File: src/hdl/ralu_pkg.sv
`default_nettype none
// ----------------------------------------------------------------------------
// ralu_pkg
// shared types and constants for the rational arithmetic unit
// ----------------------------------------------------------------------------
package ralu_pkg;

  localparam int OPERAND_WIDTH_DEF = 16;

  // operation codes
  localparam logic [1:0] FN_ADD = 2'd0;
  localparam logic [1:0] FN_SUB = 2'd1;
  localparam logic [1:0] FN_MUL = 2'd2;
  localparam logic [1:0] FN_DIV = 2'd3;

  // status codes
  localparam logic [1:0] ST_OK       = 2'd0;
  localparam logic [1:0] ST_DIV_ZERO = 2'd1;
  localparam logic [1:0] ST_ZERO_DEN = 2'd2;

  // which cross product the shared multiplier forms
  typedef enum logic [1:0] {
    MSEL_P0 = 2'd0,
    MSEL_P1 = 2'd1,
    MSEL_P2 = 2'd2
  } mul_sel_t;

  // which magnitude goes into the divider
  typedef enum logic {
    DSEL_NUM = 1'b0,
    DSEL_DEN = 1'b1
  } div_sel_t;

  typedef enum logic [3:0] {
    S_IDLE,
    S_CHECK,
    S_MUL0,
    S_MUL1,
    S_MUL2,
    S_COMBINE,
    S_ZCHK,
    S_GCD,
    S_DIVN,
    S_DIVD,
    S_FINISH
  } state_t;

  typedef struct packed {
    logic     accept;
    logic     mul_en;
    mul_sel_t mul_sel;
    logic     combine;
    logic     gcd_step;
    logic     div_load;
    div_sel_t div_sel;
    logic     div_step;
    logic     out_load;
  } cmd_t;

  typedef struct packed {
    logic err;
    logic zero;
    logic gcd_done;
    logic div_done;
  } sts_t;

endpackage
`default_nettype wire

File: src/hdl/ralu_ctrl.sv
`default_nettype none
// ----------------------------------------------------------------------------
// ralu_ctrl
// sequencer: multiply, combine, binary gcd, two divisions, output
// ----------------------------------------------------------------------------
module ralu_ctrl
  import ralu_pkg::*;
(
  input  wire  logic clk,
  input  wire  logic rst,
  input  wire  logic in_valid,
  output logic       in_stall,
  output logic       out_valid,
  input  wire  logic out_stall,
  input  wire  sts_t sts,
  output cmd_t       cmd
);

  state_t state, state_next;
  logic   out_free;

  assign out_free = !out_valid || !out_stall;
  assign in_stall = (state != S_IDLE);

  always_ff @(posedge clk) begin
    if (rst) begin
      state     <= S_IDLE;
      out_valid <= 1'b0;
    end else begin
      state <= state_next;
      if (cmd.out_load) begin
        out_valid <= 1'b1;
      end else if (!out_stall) begin
        out_valid <= 1'b0;
      end
    end
  end

  always_comb begin
    state_next = state;
    cmd        = '0;
    cmd.mul_sel = MSEL_P0;
    cmd.div_sel = DSEL_NUM;
    unique case (state)
      S_IDLE: begin
        if (in_valid) begin
          cmd.accept = 1'b1;
          state_next = S_CHECK;
        end
      end
      S_CHECK: begin
        state_next = sts.err ? S_FINISH : S_MUL0;
      end
      S_MUL0: begin
        cmd.mul_en  = 1'b1;
        cmd.mul_sel = MSEL_P0;
        state_next  = S_MUL1;
      end
      S_MUL1: begin
        cmd.mul_en  = 1'b1;
        cmd.mul_sel = MSEL_P1;
        state_next  = S_MUL2;
      end
      S_MUL2: begin
        cmd.mul_en  = 1'b1;
        cmd.mul_sel = MSEL_P2;
        state_next  = S_COMBINE;
      end
      S_COMBINE: begin
        cmd.combine = 1'b1;
        state_next  = S_ZCHK;
      end
      S_ZCHK: begin
        state_next = sts.zero ? S_FINISH : S_GCD;
      end
      S_GCD: begin
        if (sts.gcd_done) begin
          cmd.div_load = 1'b1;
          cmd.div_sel  = DSEL_NUM;
          state_next   = S_DIVN;
        end else begin
          cmd.gcd_step = 1'b1;
        end
      end
      S_DIVN: begin
        if (sts.div_done) begin
          cmd.div_load = 1'b1;
          cmd.div_sel  = DSEL_DEN;
          state_next   = S_DIVD;
        end else begin
          cmd.div_step = 1'b1;
        end
      end
      S_DIVD: begin
        if (sts.div_done) begin
          state_next = S_FINISH;
        end else begin
          cmd.div_step = 1'b1;
        end
      end
      S_FINISH: begin
        if (out_free) begin
          cmd.out_load = 1'b1;
          state_next   = S_IDLE;
        end
      end
      default: begin
        state_next = S_IDLE;
      end
    endcase
  end

endmodule
`default_nettype wire

File: src/hdl/ralu_dp.sv
`default_nettype none
// ----------------------------------------------------------------------------
// ralu_dp
// operand store, shared multiplier, binary gcd and restoring divider
// ----------------------------------------------------------------------------
module ralu_dp
  import ralu_pkg::*;
#(
  parameter int OPERAND_WIDTH = OPERAND_WIDTH_DEF
) (
  input  wire  logic                         clk,
  input  wire  logic                         rst,
  input  wire  cmd_t                         cmd,
  output sts_t                               sts,
  input  wire  logic [1:0]                   func,
  input  wire  logic signed [OPERAND_WIDTH-1:0] num_a,
  input  wire  logic signed [OPERAND_WIDTH-1:0] den_a,
  input  wire  logic signed [OPERAND_WIDTH-1:0] num_b,
  input  wire  logic signed [OPERAND_WIDTH-1:0] den_b,
  output logic signed [2*OPERAND_WIDTH:0]     num_out,
  output logic [2*OPERAND_WIDTH-2:0]          den_out,
  output logic [1:0]                          status
);

  localparam int W  = OPERAND_WIDTH;
  localparam int PW = 2 * W;
  localparam int NW = 2 * W + 1;
  localparam int MW = 2 * W;
  localparam int DW = 2 * W - 1;
  localparam int CW = $clog2(MW + 1);

  logic [1:0]           op;
  logic signed [W-1:0]  na, da, nb, db;
  logic [1:0]           st;
  logic signed [PW-1:0] p0, p1, p2;
  logic signed [W-1:0]  mul_x, mul_y;
  logic signed [PW-1:0] prod;
  logic signed [NW-1:0] rn;
  logic [MW-1:0]        mn_c, md_c;
  logic [MW-1:0]        mn, md;
  logic                 neg, zero;
  logic [MW-1:0]        ga, gb, g;
  logic [CW-1:0]        k;
  logic [MW-1:0]        dvd, dvsr, quo, rem, num_q;
  logic [MW:0]          rem_sh;
  logic                 fits;
  logic [CW-1:0]        cnt;
  logic [NW-1:0]        num_ext;

  always_comb begin
    mul_x = na;
    mul_y = db;
    case (cmd.mul_sel)
      MSEL_P0: begin
        mul_x = na;
        mul_y = (op == FN_MUL) ? nb : db;
      end
      MSEL_P1: begin
        mul_x = nb;
        mul_y = da;
      end
      default: begin
        mul_x = da;
        mul_y = (op == FN_DIV) ? nb : db;
      end
    endcase
  end

  assign prod = mul_x * mul_y;

  // combine the cross products into a signed numerator and take magnitudes
  always_comb begin
    case (op)
      FN_ADD:  rn = {p0[PW-1], p0} + {p1[PW-1], p1};
      FN_SUB:  rn = {p0[PW-1], p0} - {p1[PW-1], p1};
      default: rn = {p0[PW-1], p0};
    endcase
    mn_c = rn[NW-1] ? MW'(-rn) : MW'(rn);
    md_c = p2[PW-1] ? MW'(-p2) : MW'(p2);
  end

  assign g      = MW'((ga | gb) << k);
  assign rem_sh = {rem, dvd[MW-1]};
  assign fits   = (rem_sh >= {1'b0, dvsr});

  always_ff @(posedge clk) begin
    if (cmd.accept) begin
      op <= func;
      na <= num_a;
      da <= den_a;
      nb <= num_b;
      db <= den_b;
      if (den_a == '0 || den_b == '0) begin
        st <= ST_ZERO_DEN;
      end else if (func == FN_DIV && num_b == '0) begin
        st <= ST_DIV_ZERO;
      end else begin
        st <= ST_OK;
      end
    end
    if (cmd.mul_en) begin
      case (cmd.mul_sel)
        MSEL_P0: p0 <= prod;
        MSEL_P1: p1 <= prod;
        default: p2 <= prod;
      endcase
    end
    if (cmd.combine) begin
      mn   <= mn_c;
      md   <= md_c;
      neg  <= rn[NW-1] ^ p2[PW-1];
      zero <= (mn_c == '0);
      ga   <= mn_c;
      gb   <= md_c;
      k    <= '0;
    end else if (cmd.gcd_step) begin
      if (!ga[0] && !gb[0]) begin
        ga <= ga >> 1;
        gb <= gb >> 1;
        k  <= k + CW'(1);
      end else if (!ga[0]) begin
        ga <= ga >> 1;
      end else if (!gb[0]) begin
        gb <= gb >> 1;
      end else if (ga >= gb) begin
        ga <= (ga - gb) >> 1;
      end else begin
        gb <= (gb - ga) >> 1;
      end
    end
    if (rst) begin
      cnt <= '0;
    end else if (cmd.div_load) begin
      dvd  <= (cmd.div_sel == DSEL_DEN) ? md : mn;
      dvsr <= g;
      rem  <= '0;
      quo  <= '0;
      cnt  <= '0;
      if (cmd.div_sel == DSEL_DEN) begin
        num_q <= quo;
      end
    end else if (cmd.div_step) begin
      rem <= fits ? MW'(rem_sh - {1'b0, dvsr}) : MW'(rem_sh);
      quo <= {quo[MW-2:0], fits};
      dvd <= dvd << 1;
      cnt <= cnt + CW'(1);
    end
    if (cmd.out_load) begin
      status <= st;
      if (st != ST_OK) begin
        num_out <= '0;
        den_out <= '0;
      end else if (zero) begin
        num_out <= '0;
        den_out <= DW'(1);
      end else begin
        num_out <= neg ? -num_ext : num_ext;
        den_out <= quo[DW-1:0];
      end
    end
  end

  assign num_ext = {1'b0, num_q};

  assign sts.err      = (st != ST_OK);
  assign sts.zero     = zero;
  assign sts.gcd_done = (ga == '0) || (gb == '0);
  assign sts.div_done = (cnt == CW'(MW));

endmodule
`default_nettype wire

File: src/hdl/rational_alu_reduce_top.sv
`default_nettype none
// ----------------------------------------------------------------------------
// rational_alu_reduce_top
// exact add, subtract, multiply and divide of two signed fractions
// ----------------------------------------------------------------------------
// one item carries func and two fractions num_a/den_a and num_b/den_b; one
// result item follows with the fraction reduced to lowest terms, the sign on
// num_out and den_out positive, 0/1 for a zero result. a zero input
// denominator gives status 2, a divide by a zero fraction gives status 1,
// both with zero fields. the block works on one item at a time: a valid item
// passes through the cross-product multiplies, the combine, the binary gcd
// loop and two restoring divisions in the bit per cycle divider; error items
// skip all of these, and zero results skip the gcd and the divisions. a
// finished result sits in the output register until taken, and the next
// item is accepted as soon as the result has been moved there.
module rational_alu_reduce_top
  import ralu_pkg::*;
#(
  parameter int OPERAND_WIDTH = OPERAND_WIDTH_DEF
) (
  input  wire  logic                            clk,
  input  wire  logic                            rst,
  // input channel
  input  wire  logic                            in_valid,
  output logic                                  in_stall,
  input  wire  logic [1:0]                      func,
  input  wire  logic signed [OPERAND_WIDTH-1:0] num_a,
  input  wire  logic signed [OPERAND_WIDTH-1:0] den_a,
  input  wire  logic signed [OPERAND_WIDTH-1:0] num_b,
  input  wire  logic signed [OPERAND_WIDTH-1:0] den_b,
  // result channel
  output logic                                  out_valid,
  input  wire  logic                            out_stall,
  output logic signed [2*OPERAND_WIDTH:0]       num_out,
  output logic [2*OPERAND_WIDTH-2:0]            den_out,
  output logic [1:0]                            status
);

  // command and status between sequencer and datapath
  cmd_t cmd;
  sts_t sts;

  ralu_ctrl u_ctrl (
    .clk       (clk),
    .rst       (rst),
    .in_valid  (in_valid),
    .in_stall  (in_stall),
    .out_valid (out_valid),
    .out_stall (out_stall),
    .sts       (sts),
    .cmd       (cmd)
  );

  ralu_dp #(
    .OPERAND_WIDTH (OPERAND_WIDTH)
  ) u_dp (
    .clk     (clk),
    .rst     (rst),
    .cmd     (cmd),
    .sts     (sts),
    .func    (func),
    .num_a   (num_a),
    .den_a   (den_a),
    .num_b   (num_b),
    .den_b   (den_b),
    .num_out (num_out),
    .den_out (den_out),
    .status  (status)
  );

endmodule
`default_nettype wire

File: config.mk
export PLATFORM = sky130hd
export DESIGN_NAME = rational_alu_reduce_top
export DESIGN_NICKNAME = d
export VERILOG_FILES = /design/src/hdl/ralu_pkg.sv /design/src/hdl/ralu_ctrl.sv /design/src/hdl/ralu_dp.sv /design/src/hdl/rational_alu_reduce_top.sv
export SDC_FILE = /design/constraint.sdc
export NUM_CORES = 2
export LEC_CHECK = 0
export BUFFER_PORTS_ARGS = -buffer_cell sky130_fd_sc_hd__buf_2
export CAP_MARGIN = 20
export CORE_ASPECT_RATIO = 0.75
export CORE_MARGIN = 1
export CORE_UTILIZATION = 45
export DETAILED_ROUTE_END_ITERATION = 6
export MAX_ROUTING_LAYER = met4
export PLACE_DENSITY = 0.58
export SETUP_SLACK_MARGIN = 0.15
export SLEW_MARGIN = 20
export SYNTH_ARGS = -nofsm -noshare
export SYNTH_HDL_FRONTEND = slang
export SYNTH_SLANG_ARGS = --single-unit
File: constraint.sdc
create_clock -name clk -period 11.55 [get_ports clk]
set_input_delay 3.465 -clock clk [delete_from_list [all_inputs] [get_ports clk]]
set_output_delay 3.465 -clock clk [all_outputs]
set_load 0.1 [all_outputs]
-- Yosys cells after proc, flatten, opt, wreduce, memory -nomap -nowiden
Cells that the tools add are included.
- register bits after elaboration: 537
- logic and storage cells: 165
- shift operators: 1
- multipliers: 1
- equality and inequality tests: 25
- reduce and logical (&&, ||, !) cells: 39
- bitwise logic cells: 5
- add/subtract/negate cells: 10
- muxes and demuxes: 51
- $lt $le $gt $ge: 2
- operator list (operator ; number):
    $mux 32 ; 21
    $logic_not 32->1 ; 3
    $sub 32x32->32 ; 3
    $pmux 33 s2 ; 1
    $neg 32->32 ; 2
    $pmux 16 s2 ; 2
    $logic_not 16->1 ; 3
    $pmux 4 s11 ; 1
    $add 32x32->33 ; 1
    $ge 33x32->1 ; 1
    $neg 32->33 ; 1
    $sub 32x32->33 ; 1
    $ge 32x32->1 ; 1
    $mul 16x16->32 ; 1
    $mux 16 ; 2
    $or 32x32->32 ; 1
    $shl 32x6->32 ; 1
    $mux 4 ; 7
    $eq 4x3->1 const B ; 4
    $reduce_and 2->1 ; 7
    $mux 1 ; 13
    $add 6x1->6 const B ; 2
    $eq 4x4->1 const B ; 3
    $ne 4x4->1 const B ; 3
    other kinds (24) ; 49

-- Logic depth before layout (Yosys ltp)
- depth in word-level cells: 7
- depth in mapped cells: 37

-- By module
From an unflattened synthesis, not the netlist that was laid out.
- cells, all modules: 4354
- area total of the unflattened synthesis: 43075.1 µm²
- by module, submodules not included (module ; cells each ; times used ; area each (µm²)):
    ralu_dp ; 4296 ; 1 ; 42648.4
    ralu_ctrl ; 58 ; 1 ; 426.7

-- Least setup slack after synthesis
No wires, ideal clock.
- path type: register to register
- start point: register u_ctrl.state[1]
- end point: register u_dp.p0[30] (data pin)
- arrival time: 9010 ps
- buffers on the path: 3
- path slack: 2271 ps
- period minus slack after synthesis: 9279 ps
- stages on the path, launching flop included: 29
- path through: dfxtp_1 > clkbuf_1 > nand2b_1 > nor2_1 > buf_1 > buf_1 > mux2i_1 > o21ai_1 > nand2_1 > fa_1 > fa_1 > inv_1 > fa_1 > inv_1 > fa_1 > inv_1 > fa_1 > inv_1 > fa_1 > inv_1 > ha_1 > or4_1 > o22a_1 > a311o_1 > nand4_1 > a41oi_1 > o311a_1 > o311a_1 > a311o_1
- word-level cells in the longest chain between the ends: 5
- elaborated cells between the ends (all ways): 9
- those cells by class: mul (1); eq/ne (4); mux (3); reduce/logical (1)
- RTL lines (element ; RTL line ; text):
    start, declared ; ralu_ctrl.sv:19 ; state_t state, state_next;
    start signal, assigned ; ralu_ctrl.sv:30 ; state <= state_next;
    $eq 4x3->1 or $eq 4x2->1 (tied branches) ; ralu_ctrl.sv:44 ; unique case (state)
    $pmux 3 s3 (*) ; ralu_ctrl.sv:44 ;
    $eq 2x1->1 or $logic_not 2->1 (tied branches) ; ralu_dp.sv:53 ; case (cmd.mul_sel)
    $pmux 16 s2 ; ralu_dp.sv:53 ;
    $mul 16x16->32 (*) ; ralu_dp.sv:69 ; assign prod = mul_x * mul_y;
    via u_dp.prod[30] ; ralu_dp.sv:37 ; logic signed [PW-1:0] prod;
    end signal, assigned ; ralu_dp.sv:103 ; MSEL_P0: p0 <= prod;
    end, declared ; ralu_dp.sv:35 ; logic signed [PW-1:0] p0, p1, p2;
Mark *: on every way through the listed nets, which the timed path passes. The rest lies on a longest branch.
A chain may end at the register's enable or synchronous reset.

-- Final worst setup path
- start point: register u_ctrl.state[0]
- end point: register u_dp.p1[30] (data pin)
- word-level cells in the longest chain between the ends: 5
- elaborated cells between the ends (all ways): 9
- those cells by class: mul (1); eq/ne (4); mux (3); reduce/logical (1)
- RTL lines (element ; RTL line ; text):
    $eq 4x3->1 or $eq 4x2->1 (tied branches) ; ralu_ctrl.sv:44 ;
    $pmux 3 s3 (*) ; ralu_ctrl.sv:44 ;
    $eq 2x1->1 or $logic_not 2->1 (tied branches) ; ralu_dp.sv:53 ;
    $pmux 16 s2 ; ralu_dp.sv:53 ;
    $mul 16x16->32 (*) ; ralu_dp.sv:69 ;
    via u_dp.prod[30] ; ralu_dp.sv:37 ;
    end signal, assigned ; ralu_dp.sv:104 ; MSEL_P1: p1 <= prod;
    end, declared ; ralu_dp.sv:35 ;
Marked as above.

==> summary.md <==
| Metric | Value |
|---|---|
| Run status | `finished, final reports clean` |
| Post-Syn Nets | `between 4000 and 5000` |
| Worst-Margin Slew | `approximately 1.1 ns` |
| Post-Synthesis Mean Instance Area | `just under 10 µm²` |
| DRC viols | `0` |
| Die Wd | `between 300 and 400 µm` |
| WL/cell | `around 21 µm` |
| First-pass GRT wire length | `~190 mm` |
| Antenna Cells | `0` |
| HP Class | `reg -> reg` |
| Via density per instance | `about 5.8` |
| Clock Path Buffers | `3` |
| Worst hold path startpoint | `u_dp.quo[31]` |
| Slowest stage delay, CP | `0.87 ns` |
| Total grt overflow | `0` |
| Nets | `4964` |
| Critical path's most frequent cell | `fa_1` |
| CP arrival | `9.80 ns` |
| Fin crit share | `81.8%` |
| Relative slew margins | `about 23%` |
| Post-Route Setup TNS | `0 ns` |
| H-tree level count | `2` |
| TritonCTS Buffers | `57` |
| Sequential area share after synthesis | `a little under two fifths` |
| Critical path class | `reg -> reg` |
| Synth warn | `0` |
| Initial DRT Pass Iterations | `6` |
| Rows | `97` |
| Number of flops mapped to enable cells by yosys | `520` |
| Critical path data required time | `11.90 ns` |
| Max-Cap Viols | `0` |
| Netlist cell types | `93` |
| Post-CTS Setup Inserts | `0` |
| Ports | `~140` |
| Share of layout cells above drive strength 1 | `8.45%` |
| Cell Area, Synth | `between 0.04 and 0.05 mm²` |
| Die height | `269 µm` |
| GRT Total Usage | `26.2%` |
| Clock Sinks | `537` |
| Initial drt markers | `around 3200` |
| Ys flop type | `edfxtp_1` |
| Initial antenna violation count | `1` |
| Via count | `between 30000 and 40000` |
| Leading post-synthesis cells by cell area | `edfxtp_1, fa_1, ha_1, nor2_1, inv_1` |
| Dominant cell by count in the synthesized netlist | `nor2_1` |
| Synth area leader | `edfxtp_1` |
| Final setup fails | `0` |
| Vias in the first global route | `31300` |
| DRT Wirelength | `122 mm` |
| M2 GR Usage | `roughly a third` |
| Post-synth top area share | `36.4%` |
| CTS tree | `yes` |
| FF-to-FF Start | `u_ctrl.state[0]` |
| Critical-path top delay cell | `o21ai_1` |
| Fmax | `between 100 and 150 MHz` |
| Core area | `about 0.094 mm²` |
| Port Buf Inserts | `between 100 and 150` |
| Initial core utilization | `between 40 and 50%` |
| Worst-Skew Late Latency | `0.66 ns` |
| Resized Gates After CTS | `0` |
| Startpoint class of the critical path | `flop` |
| Min Tclk post-route | `roughly 9.4 ns` |
| Max Clock Skew | `~0.05 ns` |
| Grt met3 use | `under 10%` |
| Met1 GRT Util | `between 40% and 50%` |
| Die ar. | `slightly below 0.1 mm²` |
| Root Driver | `clkbuf_16` |
| Clk pin slew, worst setup/hold paths | `roughly 0.060 ns` |
| Hold buffers post-CTS | `0` |
| Post-synthesis async set-or-reset flop share | `0%` |
| Final Hold Vio Count | `0` |
| Grt peak-use layer | `met1` |
| Maximum fanout along the worst path | `40` |
| DPL Wire Length | `95.7 mm` |
| CP endpoint kind | `flop` |
| Gpl congestion | `between 0.9 and 1` |
| Largest net degree at the start of global routing | `~110` |
| Critical Path Source | `u_ctrl.state[0]` |
| Final Max Tran Viols | `0` |
| RSZ-0062 raised after global routing | `no` |
| Area delta synth->final | `9.07%` |
| Top cells by count, synth | `nor2_1, edfxtp_1, inv_1, nand2_1, a21oi_1` |
| Detail Route Antenna Nets | `0` |
| Post-synthesis register bit count | `between 500 and 600` |
| Syn Inst Count | `between 4000 and 5000` |
[worst max-delay path: cells and delay by family (launching register included)]
| family | cells | cell delay [ns] |
|---|---|---|
| adders and majority gates | 7 | 3.37 |
| AOI/OAI and AO/OA | 9 | 3.22 |
| and+or+nand+nor | 5 | 0.98 |
| buffers and inverters | 6 | 0.74 |
| DFF | 1 | 0.64 |
| muxes | 1 | 0.17 |
[through the flow]
stage                     cells  worst slack, ns  utilization [%]  area [µm²]  hold WS, ns
after CTS                  5661             2.17             49.8       46700        0.427
final                      5662             2.10             49.8       46800        0.432
after detailed placement   5557             2.24             47.8       44900        0.412
after global routing       5662             1.61             49.8       46800        0.442
after global placement     5557             2.37             47.8       44900        0.401
after floorplan            4318             2.27                -       42900        0.400
[state kept, by name (all words and copies together), names as in the netlist, 4 cells and up]
signal        count
u_ctrl.state      4
u_dp.cnt          6
u_dp.da          16
u_dp.db          16
u_dp.den_out     31
u_dp.dvd         32
u_dp.dvsr        32
u_dp.ga          32
u_dp.gb          32
u_dp.k            6
u_dp.md          32
u_dp.mn          32
u_dp.na          16
u_dp.nb          16
u_dp.num_out     33
u_dp.num_q       32
u_dp.p0          32
u_dp.p1          32
u_dp.p2          32
u_dp.quo         32
u_dp.rem         32
[kinds of logic after synthesis]
kind of cell,count (synthesis),synth area share [%]
simple gates,1303,14.3
compound gates,854,13.0
buf+inv,668,5.87
flops,537,37.2
fa+ha+maj,514,19.7
xor+xnor,255,5.21
mux,187,4.77
[cell usage in the layout, fill, tap and decap left out, types with 35 or more instances in the layout]
master       n
nand2_1    284
nor2_1     518
mux2i_1    148
a21oi_1    269
nand3_1     36
nor3_1      83
o21a_1      46
o21ai_0    126
nor4_1      56
inv_1      478
o31ai_1     35
clkbuf_16   58
a21o_1      54
a211oi_1    48
and3_1      53
buf_2      137
xor2_1      87
edfxtp_1   520
and2_1      55
xnor2_1    168
a221oi_1    44
buf_4       48
fa_1       266
ha_1       248
[per-layer routing]
layer,share of wire (%),wire length [µm],vias to the layer above
met3,8.6,10500,94
met1,51,62100,16100
met5,0,0,-
met4,1.1,1300,0
li1,-,-,15200
met2,39,47800,1161
[area by class of cell]
cell class	instances	area [µm²]
clock buffers	64	1470
clock inverters	40	380
fillers	8703	47100
inverters	484	1820
multi-input cells	3113	24500
flip-flops and latches	537	16000
well taps	1237	1550
repair buffers	187	1090
[worst paths after layout]
kind / end / slack (ns) / cells past startpoint
worst max-delay path: u_dp.p1[30] / 2.10 / 28
worst min-delay path: u_dp.num_q[31] / 0.43 / 0
worst max register to register: u_dp.p1[30] / 2.10 / 28
worst min register to register: u_dp.num_q[31] / 0.43 / 0
Power is not shown: default switching activity piles up to over one toggle a cycle in this logic, so the estimate is an artifact.
